`src/rtl/pse_pkg.sv`:
```
// Shared types, constants and a color helper for the palette pixel span expander.
package pse_pkg;

    localparam int MAX_SPAN  = 1024;
    localparam int PAL_DEPTH = 256;
    localparam int PAL_AW    = $clog2(PAL_DEPTH);
    localparam int COLOR_W   = 24;
    localparam int PIX_W     = 16;
    localparam int CNT_W     = 11;
    localparam int IDX_W     = 8;

    typedef enum logic [1:0] {
        CMD_PAL_WRITE  = 2'd0,
        CMD_SPAN_START = 2'd1,
        CMD_DATA       = 2'd2,
        CMD_RSVD       = 2'd3
    } t_cmd;

    typedef enum logic [1:0] {
        DEPTH_1    = 2'd0,
        DEPTH_4    = 2'd1,
        DEPTH_8    = 2'd2,
        DEPTH_NONE = 2'd3
    } t_depth;

    // One palette lookup on its way to the color stage
    typedef struct packed {
        logic valid;
        logic raw;
        logic last;
    } t_rd_req;

    function automatic logic [PIX_W-1:0] to_565(input logic [COLOR_W-1:0] c);
        to_565 = {c[23:19], c[15:10], c[7:3]};
    endfunction

endpackage

```
`src/rtl/pse_if.sv`:
```
// Handshake channel interfaces: command items in, pixel items out.
interface pse_in_if;
    import pse_pkg::*;

    logic                 valid;
    logic                 ready;
    logic [1:0]           cmd;
    logic [IDX_W-1:0]     palette_index;
    logic [COLOR_W-1:0]   palette_color;
    logic [1:0]           depth_code;
    logic [2:0]           start_offset;
    logic [CNT_W-1:0]     pixel_count;
    logic [7:0]           data_byte;

    modport source (output valid, cmd, palette_index, palette_color, depth_code,
                    start_offset, pixel_count, data_byte, input ready);
    modport sink   (input valid, cmd, palette_index, palette_color, depth_code,
                    start_offset, pixel_count, data_byte, output ready);
endinterface


```
`src/rtl/pse_span_ctrl.sv`:
```
// Span state and pixel unpacker: takes items, issues one palette read per pixel.
module pse_span_ctrl (
    input  logic                  i_clk,
    input  logic                  i_rst_n,
    pse_in_if.sink                i_item,
    input  logic                  i_advance,
    output pse_pkg::t_rd_req      o_req,
    output logic [pse_pkg::PAL_AW-1:0]  o_raddr,
    output logic                  o_we,
    output logic [pse_pkg::PAL_AW-1:0]  o_waddr,
    output logic [pse_pkg::COLOR_W-1:0] o_wdata
);
    import pse_pkg::*;

    logic             r_busy, n_busy;
    logic [7:0]       r_byte, n_byte;
    logic [2:0]       r_pos, n_pos;
    logic [CNT_W-1:0] r_remaining, n_remaining;
    logic [2:0]       r_bit_pos, n_bit_pos;
    logic [1:0]       r_depth, n_depth;
    logic             r_first, n_first;

    logic             fire, done, byte_end, last_pix, accept;
    logic [CNT_W-1:0] rem_after, sat_cnt;
    logic [2:0]       first_pos;

    // Pixel selection out of the held byte, MSB first
    always_comb begin
        case (r_depth)
            DEPTH_1: begin
                o_raddr  = PAL_AW'(r_byte[3'd7 - r_pos]);
                byte_end = (r_pos == 3'd7);
            end
            DEPTH_4: begin
                o_raddr  = r_pos[0] ? PAL_AW'(r_byte[3:0]) : PAL_AW'(r_byte[7:4]);
                byte_end = r_pos[0];
            end
            default: begin
                o_raddr  = PAL_AW'(r_byte);
                byte_end = 1'b1;
            end
        endcase
    end

    always_comb begin
        last_pix  = (r_remaining == CNT_W'(1));
        fire      = r_busy && i_advance;
        done      = fire && (byte_end || last_pix);
        rem_after = fire ? r_remaining - CNT_W'(1) : r_remaining;
        accept    = i_item.valid && i_item.ready;
        sat_cnt   = (32'(i_item.pixel_count) > MAX_SPAN) ? CNT_W'(MAX_SPAN)
                                                        : i_item.pixel_count;
        case (r_depth)
            DEPTH_1: first_pos = r_bit_pos;
            DEPTH_4: first_pos = {2'b00, r_bit_pos[0]};
            default: first_pos = 3'd0;
        endcase
    end

    assign i_item.ready = !r_busy || done;
    assign o_req        = '{valid: fire, raw: (r_depth == DEPTH_1), last: last_pix};
    assign o_we         = accept && (i_item.cmd == CMD_PAL_WRITE);
    assign o_waddr      = PAL_AW'(i_item.palette_index);
    assign o_wdata      = i_item.palette_color;

    always_comb begin
        n_busy      = r_busy && !done;
        n_byte      = r_byte;
        n_pos       = fire ? r_pos + 3'd1 : r_pos;
        n_remaining = rem_after;
        n_bit_pos   = r_bit_pos;
        n_depth     = r_depth;
        n_first     = r_first;
        if (accept) begin
            case (i_item.cmd)
                CMD_SPAN_START: begin
                    n_depth     = i_item.depth_code;
                    n_bit_pos   = i_item.start_offset;
                    n_remaining = (i_item.depth_code == DEPTH_NONE) ? '0 : sat_cnt;
                    n_first     = 1'b1;
                end
                CMD_DATA: begin
                    // a byte after the span ran out yields nothing
                    if (rem_after != '0) begin
                        n_busy    = 1'b1;
                        n_byte    = i_item.data_byte;
                        n_pos     = r_first ? first_pos : 3'd0;
                        n_first   = 1'b0;
                        n_bit_pos = 3'd0;
                    end
                end
                default: begin
                end
            endcase
        end
    end

    always_ff @(posedge i_clk) begin
        if (!i_rst_n) begin
            r_busy      <= 1'b0;
            r_remaining <= '0;
            r_bit_pos   <= '0;
            r_depth     <= DEPTH_1;
            r_first     <= 1'b0;
        end else begin
            r_busy      <= n_busy;
            r_remaining <= n_remaining;
            r_bit_pos   <= n_bit_pos;
            r_depth     <= n_depth;
            r_first     <= n_first;
        end
    end

    always_ff @(posedge i_clk) begin
        r_byte <= n_byte;
        r_pos  <= n_pos;
    end

endmodule

```
`src/flat_wrapper.sv`:
```
// flat-port wrapper written by rule: the top's interface ports become plain ports
module pse_span_ctrl_flat import pse_pkg::*;
  (i_clk, i_rst_n, i_advance, o_req, o_raddr, o_we, o_waddr, o_wdata, i_item_valid, i_item_cmd, i_item_palette_index, i_item_palette_color, i_item_depth_code, i_item_start_offset, i_item_pixel_count, i_item_data_byte, i_item_ready);
  pse_in_if i_item_i ();
  input  logic i_clk;
  input  logic i_rst_n;
  input  logic i_advance;
  output pse_pkg::t_rd_req o_req;
  output logic [pse_pkg::PAL_AW-1:0] o_raddr;
  output logic o_we;
  output logic [pse_pkg::PAL_AW-1:0] o_waddr;
  output logic [pse_pkg::COLOR_W-1:0] o_wdata;
  input wire logic [$bits(i_item_i.valid)-1:0] i_item_valid;
  input wire logic [$bits(i_item_i.cmd)-1:0] i_item_cmd;
  input wire logic [$bits(i_item_i.palette_index)-1:0] i_item_palette_index;
  input wire logic [$bits(i_item_i.palette_color)-1:0] i_item_palette_color;
  input wire logic [$bits(i_item_i.depth_code)-1:0] i_item_depth_code;
  input wire logic [$bits(i_item_i.start_offset)-1:0] i_item_start_offset;
  input wire logic [$bits(i_item_i.pixel_count)-1:0] i_item_pixel_count;
  input wire logic [$bits(i_item_i.data_byte)-1:0] i_item_data_byte;
  output wire logic [$bits(i_item_i.ready)-1:0] i_item_ready;
  assign i_item_i.valid = i_item_valid;
  assign i_item_i.cmd = i_item_cmd;
  assign i_item_i.palette_index = i_item_palette_index;
  assign i_item_i.palette_color = i_item_palette_color;
  assign i_item_i.depth_code = i_item_depth_code;
  assign i_item_i.start_offset = i_item_start_offset;
  assign i_item_i.pixel_count = i_item_pixel_count;
  assign i_item_i.data_byte = i_item_data_byte;
  assign i_item_ready = i_item_i.ready;
  pse_span_ctrl u_core (.i_clk(i_clk), .i_rst_n(i_rst_n), .i_item(i_item_i), .i_advance(i_advance), .o_req(o_req), .o_raddr(o_raddr), .o_we(o_we), .o_waddr(o_waddr), .o_wdata(o_wdata));
endmodule
```
`config.mk`:
```
export PLATFORM = sky130hd
export DESIGN_NAME = pse_span_ctrl_flat
export DESIGN_NICKNAME = d
export VERILOG_FILES = /design/src/rtl/pse_pkg.sv /design/src/rtl/pse_if.sv /design/src/rtl/pse_span_ctrl.sv /design/src/flat_wrapper.sv
export SDC_FILE = /design/constraint.sdc
export NUM_CORES = 1
export LEC_CHECK = 0
export BUFFER_PORTS_ARGS = -buffer_cell sky130_fd_sc_hd__buf_2
export CAP_MARGIN = 20
export CORE_MARGIN = 5
export CORE_UTILIZATION = 41
export CTS_CLUSTER_SIZE = 14
export DETAILED_ROUTE_END_ITERATION = 8
export GPL_TIMING_DRIVEN = 0
export PLACE_DENSITY = 0.77
export SLEW_MARGIN = 10
export SYNTH_ARGS = -nofsm -noshare
export SYNTH_HDL_FRONTEND = slang
export SYNTH_SLANG_ARGS = --single-unit
```
`constraint.sdc`:
```
create_clock -name i_clk -period 2.6 [get_ports i_clk]
set_input_delay 0.78 -clock i_clk [delete_from_list [all_inputs] [get_ports i_clk]]
set_output_delay 0.78 -clock i_clk [all_outputs]
set_load 0.02 [all_outputs]
```
Word level (Yosys, flattened, before mapping) --
Cells that the tools add are included.
Word-level totals: flip-flop bits (word level) 29, input port bits 62, output and inout port bits 45, logic and storage cells 58
Operators by class: add/sub/neg operators 3, magnitude comparators 2, equal/unequal tests 7, multiplexer cells 23, reductions and logical operators 16
Operators by type and width (count):
- $mux 11 | 5
- $mux 3 | 6
- $pmux 8 s2 | 1
- $pmux 3 s2 | 2
- $eq 11x1->1 const B | 1
- $gt 11x11->1 const B | 1
- $reduce_bool 11->1 | 1
- $sub 11x1->11 const B | 1
- $reduce_and 3->1 | 2
- $logic_and 1x1->1 | 5
- $mux 1 | 5
- $eq 2x1->1 const B | 2
- $eq 2x2->1 const B | 2
- $logic_not 2->1 | 2
- $lt 3x4->1 const B | 1
- $mux 4 | 1
- $pmux 1 s2 | 2
- $add 3x1->3 const B | 1
- $bmux 1 s3 | 1
- $eq 3x3->1 const B | 1
- $sub 3x3->3 const A | 1
- $logic_not 1->1 | 2
- $logic_or 1x1->1 | 2
- $ne 2x1->1 const B | 1
- 2 further kinds | 2

Logic depth before layout (Yosys ltp) --
depth after elaboration 9, mapped depth 9, mapped depth without buffers 8

Worst setup path before layout --
No wires, ideal clock.
kind input port to flip-flop, from in i_advance, to reg u_core.r_byte[0], enable pin, setup time 324 ps, arrival 2230 ps, required time 2276 ps, path slack 46 ps, stages 9, buffers on the path 2, cells stage by stage nand2_1 inv_1 buf_6 o21ai_1 o211ai_1 a2111oi_0 or4b_1 buf_6 inv_1
On the way: cells in the longest elaborated chain, start to end 5, elaborated cells on any way between the ends 7, classes of those cells mux (1); reduce/logical (6)
RTL lines:
- from (decl) | line flat_wrapper.sv:7 | input logic i_advance;
- $logic_and 1x1->1 * | line pse_span_ctrl.sv:47 | fire = r_busy && i_advance;
- via u_core.fire | line pse_span_ctrl.sv:23 | logic fire, done, byte_end, last_pix, accept;
- branches (longest 3 deep; another with $mux 11)
- $reduce_and 3->1 (no source line) *
- to (signal assigned) | line pse_span_ctrl.sv:115 | r_byte <= n_byte;
- to (decl) | line pse_span_ctrl.sv:16 | logic [7:0] r_byte, n_byte;
Mark *: on every way through the listed nets, which the timed path passes. A chain may end at the register's enable or synchronous reset.

Worst setup path in the final report --
from reg u_core.r_pos[1], to out o_we
On the way: cells in the longest elaborated chain, start to end 7
RTL lines:
- from (decl) | line pse_span_ctrl.sv:17 | logic [2:0] r_pos, n_pos;
- from (signal assigned) | line pse_span_ctrl.sv:116 | r_pos <= n_pos;
- $eq 3x3->1 | line pse_span_ctrl.sv:32 | byte_end = (r_pos == 3'd7);
- $pmux 1 s2 | line pse_span_ctrl.sv:29 | case (r_depth)
- $logic_or 1x1->1 | line pse_span_ctrl.sv:48 | done = fire && (byte_end || last_pix);
- $logic_and 1x1->1 | line pse_span_ctrl.sv:48
- $logic_or 1x1->1 | line pse_span_ctrl.sv:60 | assign i_item.ready = !r_busy || done;
- $logic_and 1x1->1 | line pse_span_ctrl.sv:50 | accept = i_item.valid && i_item.ready;
- $logic_and 1x1->1 | line pse_span_ctrl.sv:62 | assign o_we = accept && (i_item.cmd == CMD_PAL_WRITE);
- to (decl) | line flat_wrapper.sv:10 | output logic o_we;
No other way between the ends.

==> impl_metrics.json <==
{
  "status": "finished with violations",
  "violations": "setup timing",
  "diodes": 0,
  "path_buf_inv": 1,
  "groute.usage.overall": 0.160,
  "dp_cells": 351,
  "post-route-min-period_ps": 2600,
  "final_cells": 363,
  "worstReg2RegEnd": "u_core.r_byte[3]",
  "grt_overflow_total": 0,
  "cts_root_buffer": "clkbuf_8",
  "fin_skew_ps": 4.37,
  "initial_core_util": 0.424,
  "synth_nets": 276,
  "gp_congestion": 0.831,
  "ys_ff_latch": 29,
  "dieArea_um2": 6380,
  "p_leak_nw": 1.22,
  "whs_ps": 482,
  "area_delta_synth_final_pct": 33.0,
  "ff2ff_path_depth": 9,
  "yosys_warnings": 0,
  "async_reset_ff_frac": 0,
  "finalWorstSetupSlack_ps": -4.28,
  "pwr-share-clk": 0.221,
  "switchingPower_mw": 0.570,
  "drtPass1Iterations": 4,
  "avgSynthCellArea_um2": 9.53,
  "fin_nets": 361,
  "vias": 1830,
  "hold_path.class": "register to register",
  "seq_area_frac_synth": 0.330,
  "ctsHoldBuffers": 0,
  "cpPeakStageDelay_ps": 370,
  "tightest_slew_ps": 504,
  "yosysUniqueCellTypes": 45,
  "powerDensity_nw_per_um2": 610,
  "comb_power_share": 0.407,
  "grt_max_degree": 11,
  "core_area_um2": 4720,
  "synth-main-ff-cell": "dfxtp_1",
  "die_h_um": 79.9,
  "wl_mm": 5.23,
  "cts_made_buffers": 5,
  "arrival_ps": 1820,
  "hold_viol": 0,
  "end_kind": "output pin",
  "die_w_um": 79.9,
  "crit_chain": "ha_4, ha_4, mux2_4, nor3b_4, a21oi_2, nand2_1, nor3_1, buf_2",
  "path_delay_family": "flip-flops",
  "fmax_ghz": 0.384,
  "r2r-start": "u_core.r_remaining[1]",
  "n_fill_cell": 440,
  "cts_tree": "built",
  "multi_input_area_um2": 1080,
  "finalSetupViolations": 1,
  "regToRegSetupSlack_ps": 130,
  "portBuffers": 74,
  "clk_pin_slew_ps": 60,
  "rows": 25,
  "regArea_um2": 672,
  "drtAntennaViolNets": 0,
  "clk_latency_ps": 280,
  "power_mw": 1.62,
  "cts.sinks": 29,
  "io_pins": 107,
  "fin_crit_sh": 1.00,
  "cp.required_ps": 1820,
  "seqPwrFrac": 0.372,
  "worst_path_max_delay_cell": "dfxtp_4",
  "synth_edf_count": 8,
  "start_kind": "register",
  "grt_pass1_vias": 1770,
  "startpoint": "u_core.r_pos[1]",
  "drv_slew": 0,
  "path_max_fanout": 4,
  "grt_pass1_wl_mm": 8.02,
  "drc": 0,
  "synth.cell_area_um2": 2000,
  "dp_hpwl_mm": 3.92,
  "max-cap-violations": 0,
  "peakVddDrop_mv": 0.391,
  "clock_path_buffers": 2,
  "path_class": "register to output pin",
  "wl_per_cell_um": 14.4,
  "crit_cells": 8,
  "p_int_mw": 1.05,
  "crit_path_end": "o_we",
  "drt_iter0_drc": 91,
  "antenna_found_initial": 0,
  "netSwitchingFraction": 0.351,
  "htree_levels": 2,
  "rsz0062_at_grt": "true",
  "drive_gt1_frac": 0.510,
  "max-slew-margin-rel": 0.664,
  "via_per_inst": 5.04,
  "cpMostUsedCell": "ha_4",
  "synthCells": 210
}
## timing repair
item                                    in CTS  in global routing
resized for setup                            7                 16
pin swaps                                    3                  7
endpoints found under the setup margin      11                 10
buffers inserted                             1                  4
## kinds of logic (layout without fill, tap and decap cells)
family,count (synthesis),in the layout,share of synthesized area
adders and majority gates,4,4,0.0250
AOI/OAI and AO/OA,33,33,0.138
and+or+nand+nor,71,71,0.206
xor gates and xnor gates,12,12,0.0525
muxes,14,14,0.0851
buffers and inverters,47,133,0.163
DFF,29,29,0.330
## routing by layer
layer	track usage	part of all wire	vias to the layer above
li1	-	-	885
met1	0.190	0.39	826
met2	0.264	0.47	107
met3	0.0485	0.11	12
met4	0.0743	0.026	0
met5	0	0	-
## sequential cells by signal, indices dropped and copies added, names as in the netlist
register / count
u_core.r_byte: 8
u_core.r_bit_pos: 3
u_core.r_first: 1
u_core.r_pos: 3
u_core.r_busy: 1
u_core.r_remaining: 11
u_core.r_depth: 2
## area by class of cell
type,instances,share of cell area
plain buffers,41,0.116
clock buffers,5,0.0259
clock inverters,3,0.00659
inverters,5,0.00847
multi-input cells,134,0.405
flip-flops and latches,29,0.253
well taps,67,0.0315
repair buffers,79,0.153
## power by group through the flow
stage | logic (mW) | clock network [mW] | registers, mW
floorplan | 0.433 | 0 | 0.566
global placement | 0.557 | 0 | 0.577
detailed placement | 0.574 | 0 | 0.581
CTS | 0.596 | 0.365 | 0.577
global route | 0.714 | 0.392 | 0.612
finish | 0.660 | 0.359 | 0.605
## worst register-to-register path: stages (launching register included)
cell and delay [ps]:
dfxtp_1 390, inv_1 80, ha_1 240, o21ai_0 150
o22ai_1 130, a32oi_1 270, a2111oi_2 60, or4b_1 530
buf_6 170, clkinvlp_4 150
## placed cells by master, fill, tap and decap left out, types with 3 or more instances in the layout
| cell type | netlist | layout |
|---|---|---|
| a22o_1 | 7 | 7 |
| mux2i_1 | 8 | 8 |
| nor3_1 | 4 | 4 |
| nand2_1 | 9 | 8 |
| xnor2_1 | 8 | 8 |
| buf_4 | 35 | 40 |
| inv_1 | 5 | 3 |
| nor2b_1 | 13 | 13 |
| dfxtp_1 | 21 | 16 |
| mux2_2 | 4 | 3 |
| a22oi_1 | 11 | 11 |
| clkbuf_8 | 0 | 5 |
| and3_1 | 4 | 4 |
| and2_1 | 6 | 6 |
| nand3_1 | 6 | 6 |
| dfxtp_2 | 0 | 3 |
| xor2_1 | 4 | 4 |
| nor3b_1 | 4 | 3 |
| edfxtp_1 | 8 | 8 |
| buf_6 | 2 | 3 |
| buf_2 | 3 | 75 |
| nor2_1 | 11 | 11 |
## synth_stat cells, types with 2 or more instances
cell type / count / area (um^2)
nor4_1: 2 / 12.5
buf_6: 2 / 22.5
and2_1: 6 / 37.5
xnor2_1: 8 / 70.1
inv_1: 5 / 18.8
o21ai_0: 2 / 10.0
nor2b_1: 13 / 81.3
mux4_2: 2 / 45.0
dfxtp_1: 21 / 420
nor2_1: 11 / 41.3
nand4_1: 2 / 12.5
nor3b_1: 4 / 30.0
nand3_1: 6 / 30.0
buf_4: 35 / 263
nand2_1: 9 / 33.8
clkbuf_1: 2 / 7.51
xor2_1: 4 / 35.0
o211ai_1: 2 / 15.0
mux2i_1: 8 / 80.1
edfxtp_1: 8 / 240
nand2b_1: 2 / 12.5
nor3_1: 4 / 20.0
ha_1: 4 / 50.1
nand3b_1: 2 / 15.0
a22o_1: 7 / 61.3
mux2_2: 4 / 45.0
o2111ai_1: 2 / 17.5
and3_1: 4 / 25.0
buf_2: 3 / 15.0
a22oi_1: 11 / 82.6
## how the worst min path moves through the flow
| stage | cells after the start | slack [ps] | start | end |
|---|---|---|---|---|
| finish | 2 | 480 | u_core.r_bit_pos[1] | u_core.r_pos[1] |
| global route | 2 | 520 | u_core.r_bit_pos[0] | u_core.r_pos[0] |
| CTS | 2 | 480 | u_core.r_bit_pos[1] | u_core.r_pos[1] |
| detailed placement | 2 | 470 | u_core.r_bit_pos[1] | u_core.r_pos[1] |
| global placement | 2 | 460 | u_core.r_bit_pos[1] | u_core.r_pos[1] |
| floorplan | 2 | 440 | u_core.r_bit_pos[1] | u_core.r_pos[1] |
## stage by stage
| stage | setup WS, ps | utilization | setup TNS (ps) | instance area (um^2) |
|---|---|---|---|---|
| 2_1_floorplan | 46.3 | - | 0 | 2000 |
| 3_3_place_gp | -325 | 0.520 | -2720 | 2450 |
| 3_5_place_dp | -339 | 0.520 | -2850 | 2450 |
| 4_1_cts | -9.50 | 0.544 | -9.50 | 2570 |
| 5_1_grt | -94.7 | 0.563 | -132 | 2660 |
| 6_report | -4.28 | 0.563 | -4.28 | 2660 |
No activity file was read; power rests on OpenSTA's default activity.
