`config.mk`:
```
export PLATFORM = sky130hd
export DESIGN_NAME = pse_color_flat
export DESIGN_NICKNAME = d
export VERILOG_FILES = /design/src/rtl/pse_pkg.sv /design/src/rtl/pse_if.sv /design/src/rtl/pse_color.sv /design/src/flat_wrapper.sv
export SDC_FILE = /design/constraint.sdc
export NUM_CORES = 1
export LEC_CHECK = 0
export BUFFER_PORTS_ARGS = -buffer_cell sky130_fd_sc_hd__buf_2
export CORE_MARGIN = 2
export CORE_UTILIZATION = 46
export DETAILED_ROUTE_END_ITERATION = 10
export PLACE_DENSITY = 0.82
export SLEW_MARGIN = 20
export SYNTH_ARGS = -nofsm -noshare
export SYNTH_HDL_FRONTEND = slang
export SYNTH_SLANG_ARGS = --single-unit
```
`constraint.sdc`:
```
create_clock -name i_clk -period 2.21 [get_ports i_clk]
set_clock_uncertainty 0.05 [all_clocks]
set_input_delay 0.442 -clock i_clk [delete_from_list [all_inputs] [get_ports i_clk]]
set_output_delay 0.442 -clock i_clk [all_outputs]
set_load 0.005 [all_outputs]
```
`src/rtl/pse_pkg.sv`:
```
// Shared types, constants and a color helper for the palette pixel span expander.
package pse_pkg;

    localparam int MAX_SPAN  = 1024;
    localparam int PAL_DEPTH = 256;
    localparam int PAL_AW    = $clog2(PAL_DEPTH);
    localparam int COLOR_W   = 24;
    localparam int PIX_W     = 16;
    localparam int CNT_W     = 11;
    localparam int IDX_W     = 8;

    typedef enum logic [1:0] {
        CMD_PAL_WRITE  = 2'd0,
        CMD_SPAN_START = 2'd1,
        CMD_DATA       = 2'd2,
        CMD_RSVD       = 2'd3
    } t_cmd;

    typedef enum logic [1:0] {
        DEPTH_1    = 2'd0,
        DEPTH_4    = 2'd1,
        DEPTH_8    = 2'd2,
        DEPTH_NONE = 2'd3
    } t_depth;

    // One palette lookup on its way to the color stage
    typedef struct packed {
        logic valid;
        logic raw;
        logic last;
    } t_rd_req;

    function automatic logic [PIX_W-1:0] to_565(input logic [COLOR_W-1:0] c);
        to_565 = {c[23:19], c[15:10], c[7:3]};
    endfunction

endpackage

```
`src/rtl/pse_if.sv`:
```


interface pse_out_if;
    import pse_pkg::*;

    logic             valid;
    logic             ready;
    logic [PIX_W-1:0] pixel_color;
    logic             last_pixel;

    modport source (output valid, pixel_color, last_pixel, input ready);
    modport sink   (input valid, pixel_color, last_pixel, output ready);
endinterface

```
`src/rtl/pse_color.sv`:
```
// Color stage: takes palette read data, converts to 5-6-5 (1 bpp: low 16 bits as read) and holds the output item.
module pse_color (
    input  logic                        i_clk,
    input  logic                        i_rst_n,
    input  pse_pkg::t_rd_req            i_req,
    input  logic [pse_pkg::COLOR_W-1:0] i_rdata,
    output logic                        o_advance,
    pse_out_if.source                   o_pixel
);
    import pse_pkg::*;

    logic             r_b_valid;
    logic             r_b_raw;
    logic             r_b_last;
    logic             r_o_valid;
    logic [PIX_W-1:0] r_o_color;
    logic             r_o_last;

    // Whole pipe moves when the output register is free or being taken
    assign o_advance = !r_o_valid || o_pixel.ready;

    always_ff @(posedge i_clk) begin
        if (!i_rst_n) begin
            r_b_valid <= 1'b0;
            r_o_valid <= 1'b0;
        end else if (o_advance) begin
            r_b_valid <= i_req.valid;
            r_o_valid <= r_b_valid;
        end
    end

    always_ff @(posedge i_clk) begin
        if (o_advance) begin
            r_b_raw   <= i_req.raw;
            r_b_last  <= i_req.last;
            r_o_color <= r_b_raw ? i_rdata[PIX_W-1:0] : to_565(i_rdata);
            r_o_last  <= r_b_last;
        end
    end

    assign o_pixel.valid       = r_o_valid;
    assign o_pixel.pixel_color = r_o_color;
    assign o_pixel.last_pixel  = r_o_last;

endmodule

```
`src/flat_wrapper.sv`:
```
// flat-port wrapper written by rule: the top's interface ports become plain ports
module pse_color_flat import pse_pkg::*;
  (i_clk, i_rst_n, i_req, i_rdata, o_advance, o_pixel_valid, o_pixel_pixel_color, o_pixel_last_pixel, o_pixel_ready);
  pse_out_if o_pixel_i ();
  input  logic i_clk;
  input  logic i_rst_n;
  input  pse_pkg::t_rd_req i_req;
  input  logic [pse_pkg::COLOR_W-1:0] i_rdata;
  output logic o_advance;
  output wire logic [$bits(o_pixel_i.valid)-1:0] o_pixel_valid;
  output wire logic [$bits(o_pixel_i.pixel_color)-1:0] o_pixel_pixel_color;
  output wire logic [$bits(o_pixel_i.last_pixel)-1:0] o_pixel_last_pixel;
  input wire logic [$bits(o_pixel_i.ready)-1:0] o_pixel_ready;
  assign o_pixel_valid = o_pixel_i.valid;
  assign o_pixel_pixel_color = o_pixel_i.pixel_color;
  assign o_pixel_last_pixel = o_pixel_i.last_pixel;
  assign o_pixel_i.ready = o_pixel_ready;
  pse_color u_core (.i_clk(i_clk), .i_rst_n(i_rst_n), .i_req(i_req), .i_rdata(i_rdata), .o_advance(o_advance), .o_pixel(o_pixel_i));
endmodule
```
---- Yosys cells after proc, flatten, opt, wreduce, memory -nomap -nowiden ----
Cells that the tools add are included.
operators by class
  multiplexer cells ....................... 1
  reduce and logical (&&, ||, !) cells .... 2
operator list
  cell               count
  16-bit 2-to-1 mux  1
  1-bit logical NOT  1
  1-bit logical OR   1
storage, ports and cells
  register bits ........................... 21
  output and inout bits ................... 19
  word-level logic and storage cells ...... 9

---- Longest topological paths before layout ----
Gate-level depths: netlist of the first run.
  word-level depth ........................ 2
  mapped depth ............................ 3

---- Least setup slack after synthesis of the first run ----
Ideal clock, no wire load.
  kind .................................... input port to output port
  start point ............................. input o_pixel_ready
  end point ............................... output o_advance
  arrival time ............................ 0.924 ns
  setup slack ............................. 0.794 ns
  stages on the path ...................... 2
  path buffers ............................ 0
  path through ............................ nor2b_1 inv_1
between the ends
  longest elaborated chain between the ends .. 1
RTL lines
  what              line                source
  from (decl)       flat_wrapper.sv:13  input wire logic [$bits(o_pixel_i.ready)-1:0] o_pixel_ready;
  1-bit logical OR  pse_color.sv:20     assign o_advance = !r_o_valid || o_pixel.ready;
  to (decl)         flat_wrapper.sv:9   output logic o_advance;
No other way between the ends.

---- Worst setup path after layout of the first run ----
  start point ............................. register u_core.r_o_valid (netlist: u_core.o_pixel.valid)
  end point ............................... output o_advance
between the ends
  longest elaborated chain between the ends .. 2
RTL lines
  what                    line             source
  from (decl)             pse_color.sv:15  logic r_o_valid;
  from (signal assigned)  pse_color.sv:28  r_o_valid <= r_b_valid;
  1-bit logical NOT       pse_color.sv:20
  1-bit logical OR        pse_color.sv:20
No other way between the ends.

==> results of run 1 <==
worst paths after layout:
check        slack (ns)                        endpoint  cells after the start                  from
min                0.27                  u_core.r_b_raw                      1              i_req[1]
max reg2reg        0.72  u_core.o_pixel.pixel_color[12]                      2        u_core.r_b_raw
max                0.60                       o_advance                      3  u_core.o_pixel.valid
min reg2reg        0.38       u_core.o_pixel.last_pixel                      0       u_core.r_b_last
placed cells by master (no fill, tap or decap):
| cell type | n |
|---|---|
| nor2b_1 | 1 |
| dfxtp_1 | 2 |
| buf_4 | 2 |
| edfxtp_1 | 19 |
| mux2_2 | 6 |
| clkbuf_1 | 1 |
| clkbuf_4 | 3 |
| o21a_1 | 1 |
| buf_2 | 45 |
| nand2_1 | 2 |
| mux2_4 | 10 |
| inv_1 | 1 |
| mux2i_1 | 1 |
layer usage:
metal  wire [µm]  vias up  global-route usage (%)
met2         689       27                   21.33
li1            -      267                       -
met4          12        0                   6.486
met5           0        -                       0
met3          82        2                   2.222
met1         577      242                   17.65
cell families (layout without fill, tap and decap cells):
| kind of cell | count (synthesis) | count (layout) |
|---|---|---|
| buffers and inverters | 3 | 52 |
| DFF | 21 | 21 |
| AOI/OAI and AO/OA | 1 | 1 |
| and+or+nand+nor | 3 | 3 |
| muxes | 17 | 17 |
flip-flops by register name (all words and copies together) (netlist names):
| signal | cells |
|---|---|
| u_core.o_pixel.last_pixel | 1 |
| u_core.o_pixel.pixel_color | 16 |
| u_core.o_pixel.valid | 1 |
| u_core.r_b_last | 1 |
| u_core.r_b_raw | 1 |
| u_core.r_b_valid | 1 |
stage by stage:
| step | cells | setup slack [ns] |
|---|---|---|
| after floorplan | 45 | 0.7936 |
| after global placement | 115 | 0.7163 |
| after detailed placement | 115 | 0.6982 |
| after CTS | 119 | 0.5785 |
| after global routing | 119 | 0.4508 |
| final | 119 | 0.6000 |
synth_stat cells, drive strengths merged:
master  instances
buf             2
dfxtp           2
edfxtp         19
inv             1
mux2           16
mux2i           1
nand2           2
nor2b           1
o21a            1
worst max-delay path: cells and delay by family (launching register included):
family	cells	cell delay (ns)
DFF	1	0.33
buffers and inverters	2	0.25
and+or+nand+nor	1	0.25
power groups by stage:
| stage | registers, µW | logic, µW | clock network (µW) |
|---|---|---|---|
| floorplan | 496 | 57.4 | 0 |
| global placement | 491 | 113 | 0 |
| detailed placement | 494 | 115 | 0 |
| CTS | 485 | 116 | 178 |
| global route | 489 | 128 | 197 |
| finish | 484 | 113 | 170 |
layout make-up:
type                       instances  area [µm²]
clock buffer                       4       26.28
tap                               25       31.28
inverter                           1       3.754
timing repair buffer              47       240.2
sequential                        21       610.6
fill                             142       621.8
multi-input combinational         21       249.0
==> flow_summary.toml, run 1 <==
[synth]
netlist-cell-type-count = 11
synth_nets = 75
synth-seq-cells = 21
synth_xor_area_share_pct = 0
synth_compound_area_share_pct = 0.8392
synth_mux_area_share_pct = 25.45
synthCells = 45
netlist_area_um2 = 894.6
yosys-top-cells-area = "edfxtp_1, mux2_4, mux2_2"
yosys.area_share.simple_pct = 1.538
synth.avg_cell_area_um2 = 19.88
synthAdderAreaFrac_pct = 0
yosys.area.top_type = "edfxtp_1"
synth_top_family_by_area = "multiplexers"
synth_top_cell_area_share_pct = 63.78
ys_seq_area_share_pct = 68.25
synth.yosys.warnings = 0

[cells_and_area]
drive_gt1_share_pct = 70.21
fin_util_pct = 65.12
final_cell_area_um2 = 1161
fin_nets = 125
areaGrowthSynthToFinish_pct = 29.79
antennaDiodeCount = 0

[timing]
finalSetupViolCount = 0
rsz0062_at_grt = "false"
final.min_clock_period_ns = 1.610
tightest_slew_ns = 0.3334
fmax_mhz = 621.1
hold_viol_final = 0
setup_tns_ns = 0
fin_crit_sh_pct = 72.85
fin_worst_hold_slack_ns = 0.2735
final_max_slew_viol_count = 0
slew_headroom_pct = 77.77

[routing]
post-route-drc-count = 0
routed-via-count = 538
drt_pass1_iterations = 2
wl_per_cell_um = 11.44
wl_um = 1361
vias_per_cell = 4.521
ant_nets = 0
drt_iter0_drc = 6

[grt]
grt_pass1_wl_um = 2063
overflow = 0
grtUsageTotal_pct = 13.30
grt_antenna_before_repair = 0
grt_pass1_vias = 496
grt_max_degree = 20

[critical_path]
cp_data_arrival_time_ns = 1.12
crit_fanout = 3
max_stage_delay_ns = 0.33
critPathLaunchType = "register"
worstPathRequired_ns = 1.72
critical_path_class = "register to output pin"
critPathSlowestCell = "dfxtp_1"
crit_path_end_kind = "output pin"
crit_chain = "nor2b_1 > inv_1 > buf_2"

[job]
maxCapViolations = 0

[cts]
postCtsHoldBufs = 0
clk_latency_ns = 0.28
cts_resized = 0
ctsRootBufferMaster = "clkbuf_4"
cts_inserted_buffers = 3
tritoncts = "yes"
post_cts_buffers = 0
clkSinkCount = 21
cts_max_path_buffers = 2
clk_pin_slew_ns = 0.10
htree_levels = 1

[floorplanning]
dieArea_um2 = 2314
start_util_pct = 50.18
placementRows = 15
core_um2 = 1783
io_pins = 49
die_y_um = 48.10
die_x_um = 48.10

[power]
p_clk_share_pct = 22.1
p_leak_uw = 0.0005334
switching_share_pct = 19.77
comb_power_share_pct = 14.8
power_per_cell_area_nw_per_um2 = 660.2
p_int_uw = 615.0
power_uw = 766.6
seqPwrFrac_pct = 63.1
p_sw_uw = 151.6
vdd_ir_drop_max_v = 0.0004574

[placed_design]
portBuffers = 45
place_congestion = 0.5652
placed_cell_area_um2 = 1135

[run_status]
status = "completed"

[hold_path]
min_path_type = "primary input to register"
Power figures use the tool's default switching activity.
==> inputs of run 2 (changes only) <==
- ABC_AREA: unset -> 1
- CORE_UTILIZATION: 46 -> 42
- PLACE_DENSITY: 0.82 -> 0.77
- clock period: 2.21 -> 1.55 ns (I/O delays scaled with it)
==> run 2 against run 1 <==
Against the previous run: clock-buffer cell count is the same; first-iteration DRC count grew to 2.7 times the previous value; via count is 23% higher; critical endpoint unchanged; area after synthesis down 2.4%; non-clock buffer count grew 1; final cell count is 26% higher; sequential cell count did not move; critical path type unchanged; clock power is 45% higher; worst hold slack got worse by 0.14 ns.
==> flow_summary.toml, run 2 <==
[cts]
clk_latency_ns = 0.29
post_cts_buffers = 0
cts_inserted_buffers = 3
postCtsHoldBufs = 0
tritoncts = "yes"
cts_max_path_buffers = 2
clk_pin_slew_ns = 0.11
clkSinkCount = 21
htree_levels = 1
ctsRootBufferMaster = "clkbuf_4"
cts_resized = 0

[critical_path]
worst-path-buf-inv = 1
reg2reg_slack_ns = 0.33
critPathSlowestCell = "dfxtp_1"
reg2reg_depth = 3
max_stage_delay_ns = 0.38
worstPathRequired_ns = 1.19
r2r-start = "u_core.r_b_raw"
critical_path_class = "register to output pin"
cp-startpoint = "u_core.o_pixel.valid"
crit_family = "flip-flops"
r2r-end = "u_core.o_pixel.pixel_color[10]"
crit_path_end_kind = "output pin"
cp_data_arrival_time_ns = 1.07
crit_chain = "nand2_1 > buf_2"
critPathLaunchType = "register"
crit_fanout = 7

[synth]
synthCells = 74
synth-main-ff-cell = "edfxtp_1"
synth_nets = 104
netlist-cell-type-count = 11
synth_commonest_cells = "edfxtp_1, inv_1, nand2_1"
synth.avg_cell_area_um2 = 11.80
netlist_area_um2 = 873.3
synth_top_cell_area_share_pct = 65.33
synth-seq-cells = 21
yosys.area.top_type = "edfxtp_1"
yosys-top-cells-area = "edfxtp_1, o21ai_0, inv_1"
synth.yosys.warnings = 0
ys_seq_area_share_pct = 69.91
async_flop_share_pct = 0
synth-edff-count = 19
yosysMostFrequentCell = "edfxtp_1"

[placed_design]
portBuffers = 45
place_congestion = 0.5777
dpl.hpwl_um = 1213

[floorplanning]
dieArea_um2 = 2460
placementRows = 16
die_x_um = 49.60
start_util_pct = 44.52
die_y_um = 49.60
core_um2 = 1962
io_pins = 49

[hold_path]
holdCritStartpoint = "i_req[1]"
whs_path_depth = 1
min_to = "u_core.r_b_raw"
min_path_type = "primary input to register"

[routing]
drt_pass1_iterations = 4
wl_um = 1497
post-route-drc-count = 0
drt_iter0_drc = 16
routed-via-count = 664
wl_per_cell_um = 9.980
vias_per_cell = 4.427
ant_nets = 0

[cells_and_area]
final_cell_mix = "buf_2, edfxtp_1, inv_1, nand2_1, o21ai_0"
fin_util_pct = 59.12
largest_reg_flops = 16
drive_gt1_share_pct = 44.72
layout.cells.most_common = "buf_2"
fill_cells = 188
fin_nets = 154
areaGrowthSynthToFinish_pct = 32.81
antennaDiodeCount = 0

[grt]
grt_max_degree = 25
overflow = 0
grt_antenna_before_repair = 0
grt_pass1_wl_um = 2421
grt_pass1_vias = 628
grtUsageTotal_pct = 12.94

[timing]
final_max_slew_viol_count = 0
setup_tns_ns = 0
fin_crit_sh_pct = 92.18
finalSetupViolCount = 0
slew_headroom_pct = 78.34
fmax_mhz = 699.9
tightest_slew_ns = 0.3249
rsz0062_at_grt = "false"
final.min_clock_period_ns = 1.429
hold_viol_final = 0

[power]
vdd_ir_drop_max_v = 0.0004748
power_per_cell_area_nw_per_um2 = 946.5
p_leak_uw = 0.0005563
power_uw = 1098

[run_status]
status = "completed"

[job]
maxCapViolations = 0
==> run 2: cell count changes in the layout (fill, tap and decap cells not counted), sizes merged <==
cell / delta
mux2: -16
inv: +11
nand2: +10
o21ai: +10
a21oi: +7
nor2: +7
a21boi: +1
buf: +1
mux2i: -1
nand3: +1
nor2b: -1
o21a: -1
==> run 2: logic make-up after synthesis <==
family,share of synthesized area [%]
and+or+nand+nor,8.739
buffers and inverters,9.025
DFF,69.91
AOI/OAI and AO/OA,12.32
==> run 2: where the power goes <==
group	switching (µW)	internal [µW]	leakage, µW
sequential	16.7	678	0.000216
combinational	74.5	82.4	0.000325
clock	146	99.9	0.0000150
==> run 2: area by class of cell <==
cell class | instances | area (µm²) | area share (%)
tap | 27 | 33.78 | 2.913
sequential | 21 | 610.6 | 52.64
clock buffer | 4 | 26.28 | 2.265
multi-input combinational | 38 | 183.9 | 15.86
timing repair buffer | 48 | 260.3 | 22.44
inverter | 12 | 45.04 | 3.884
==> run 2: worst max path at each step <==
stage                                endpoint  slack, ns  depth (start not counted)
6_report                            o_advance       0.12                          2
3_3_place_gp   u_core.o_pixel.pixel_color[11]       0.28                          4
2_1_floorplan       u_core.o_pixel.last_pixel       0.30                          2
5_1_grt                             o_advance       0.02                          2
4_1_cts                             o_advance       0.09                          2
3_5_place_dp   u_core.o_pixel.pixel_color[11]       0.27                          4
==> run 2: through the flow <==
| stage | hold WS (ns) | instance area [µm²] | std cells | setup slack (ns) |
|---|---|---|---|---|
| after global placement | 0.3568 | 1134 | 146 | 0.2804 |
| after global routing | 0.1206 | 1160 | 150 | 0.02029 |
| after CTS | 0.1271 | 1160 | 150 | 0.08751 |
| after floorplan | 0.3503 | 873.3 | 74 | 0.3037 |
| final | 0.1378 | 1160 | 150 | 0.1212 |
| after detailed placement | 0.3655 | 1134 | 146 | 0.2706 |
==> run 2: layer usage <==
layer | GRT usage [%] | share of wire, %
met1 | 14.00 | 38
met2 | 23.78 | 53
met3 | 2.121 | 7.5
met4 | 6.944 | 0.94
met5 | 0 | 0
==> inputs of run 3 (changes only) <==
- CELL_PAD_IN_SITES_DETAIL_PLACEMENT: unset -> 1
- CELL_PAD_IN_SITES_GLOBAL_PLACEMENT: unset -> 1
- CORE_ASPECT_RATIO: unset -> 1.75
- CORE_UTILIZATION: 42 -> 31
- PLACE_DENSITY: 0.77 -> 0.76
==> run 3 against run 2 <==
Against the previous run: critical path depth stayed put; worst hold slack better by 0.041 ns; clock-buffer cell count unchanged; total power grew 11%; core utilization fell by 15 points; first-iteration DRC count is 69% lower; final cell count is the same; sequential power barely moved; critical path type is now register to register; highest routed layer unchanged.
==> flow_summary.toml, run 3 (synthesis results as in run 2) <==
[floorplanning]
start_util_pct = 32.47
core_um2 = 2690
placementRows = 25
io_pins = 49
die_x_um = 44.12
dieArea_um2 = 3274
die_y_um = 74.22

[cells_and_area]
layout.cells.most_common = "buf_2"
stdcell_count = 150
antennaDiodeCount = 0
final_cell_mix = "buf_2, edfxtp_1, inv_1, nand2_1, o21ai_0"
drive_gt1_share_pct = 44.72
fin_nets = 154
areaGrowthSynthToFinish_pct = 34.96
fill_cells = 332
largest_reg_flops = 16

[critical_path]
crit_chain = "buf_12 > o21ai_0"
crit_fanout = 24
worstPathRequired_ns = 1.55
max_stage_delay_ns = 0.54
critPathLaunchType = "register"
cp_data_arrival_time_ns = 1.31
critPathSlowestCell = "edfxtp_1"
critical_path_class = "register to register"
crit_path_end_kind = "register"

[cts]
cts_inserted_buffers = 3
cts_max_path_buffers = 2
post_cts_buffers = 0
clk_pin_slew_ns = 0.07
clkSinkCount = 21
htree_levels = 1
tritoncts = "yes"
ctsRootBufferMaster = "clkbuf_8"
postCtsHoldBufs = 0
clk_latency_ns = 0.25
cts_resized = 0

[timing]
hold_viol_final = 0
fin_crit_sh_pct = 84.71
final_max_slew_viol_count = 0
fmax_mhz = 761.6
setup_tns_ns = 0
slew_headroom_pct = 78.09
finalSetupViolCount = 0
rsz0062_at_grt = "false"
tightest_slew_ns = 0.3286
final.min_clock_period_ns = 1.313

[power]
seqPwrFrac_pct = 57.5
switching_share_pct = 22.24
comb_power_share_pct = 13.8
p_int_uw = 943.9
p_leak_uw = 0.0005640
vdd_ir_drop_max_v = 0.0005750
p_clk_share_pct = 28.7
p_sw_uw = 270.0
power_per_cell_area_nw_per_um2 = 1030

[routing]
drt_iter0_drc = 5
drt_pass1_iterations = 2
ant_nets = 0
post-route-drc-count = 0
routed-via-count = 702
vias_per_cell = 4.680
wl_per_cell_um = 15.04
wl_um = 2256

[grt]
grtUsageTotal_pct = 14.99
grt_max_degree = 25
grt_antenna_before_repair = 0
overflow = 0
grt_pass1_vias = 768
grt_pass1_wl_um = 3443

[placed_design]
portBuffers = 45
dp.cells = 146
dpl.hpwl_um = 1821
place_congestion = 0.6597

[hold_path]
min_path_type = "primary input to register"

[run_status]
status = "completed"

[job]
maxCapViolations = 0
-- run 3: worst max-delay path: cells and delay by family (launching register included) --
family / cells / cell delay (ns)
buffers and inverters: 1 / 0.23
AOI/OAI and AO/OA: 1 / 0.29
DFF: 1 / 0.54
-- run 3: layout make-up --
class	count	area, µm²	share of cell area [%]
repair buffers	48	260.3	22.08
clock buffers	4	45.04	3.822
multi-input cells	38	183.9	15.61
inverters	12	45.04	3.822
flip-flops and latches	21	610.6	51.80
well taps	27	33.78	2.866
-- run 3: through the flow --
step	util, %	hold WS, ns	instance area [µm²]	setup slack (ns)	total power [µW]
global route	43.81	0.1702	1179	0.1903	1282
global placement	42.14	0.3572	1134	0.3633	862.8
finish	43.81	0.1791	1179	0.2370	1214
CTS	43.81	0.1738	1179	0.2147	1231
detailed placement	42.14	0.3717	1134	0.2329	883.1
floorplan	-	0.3503	873.3	0.3037	778.9
-- run 3: worst paths after layout --
check | startpoint | end | slack (ns) | cells past startpoint
hold reg to reg | u_core.r_b_last | u_core.o_pixel.last_pixel | 0.39 | 0
setup / recovery | u_core.r_b_raw | u_core.o_pixel.pixel_color[2] | 0.24 | 2
hold / removal | i_req[1] | u_core.r_b_raw | 0.18 | 1
setup reg to reg | u_core.r_b_raw | u_core.o_pixel.pixel_color[2] | 0.24 | 2
-- run 3: per-layer routing --
| metal | global-route usage, % | part of all wire [%] | vias up |
|---|---|---|---|
| met5 | 0 | 0 | - |
| met1 | 12.79 | 30 | 335 |
| li1 | - | - | 343 |
| met4 | 8.418 | 1.8 | 0 |
| met3 | 1.942 | 3.5 | 2 |
| met2 | 30.72 | 65 | 22 |
-- run 3: power groups by stage --
stage | clock network (µW) | registers [µW] | logic [µW]
after floorplan | 0 | 715 | 64.1
after global placement | 0 | 705 | 157
after detailed placement | 0 | 712 | 171
after CTS | 360 | 699 | 172
after global routing | 392 | 702 | 188
final | 349 | 698 | 167
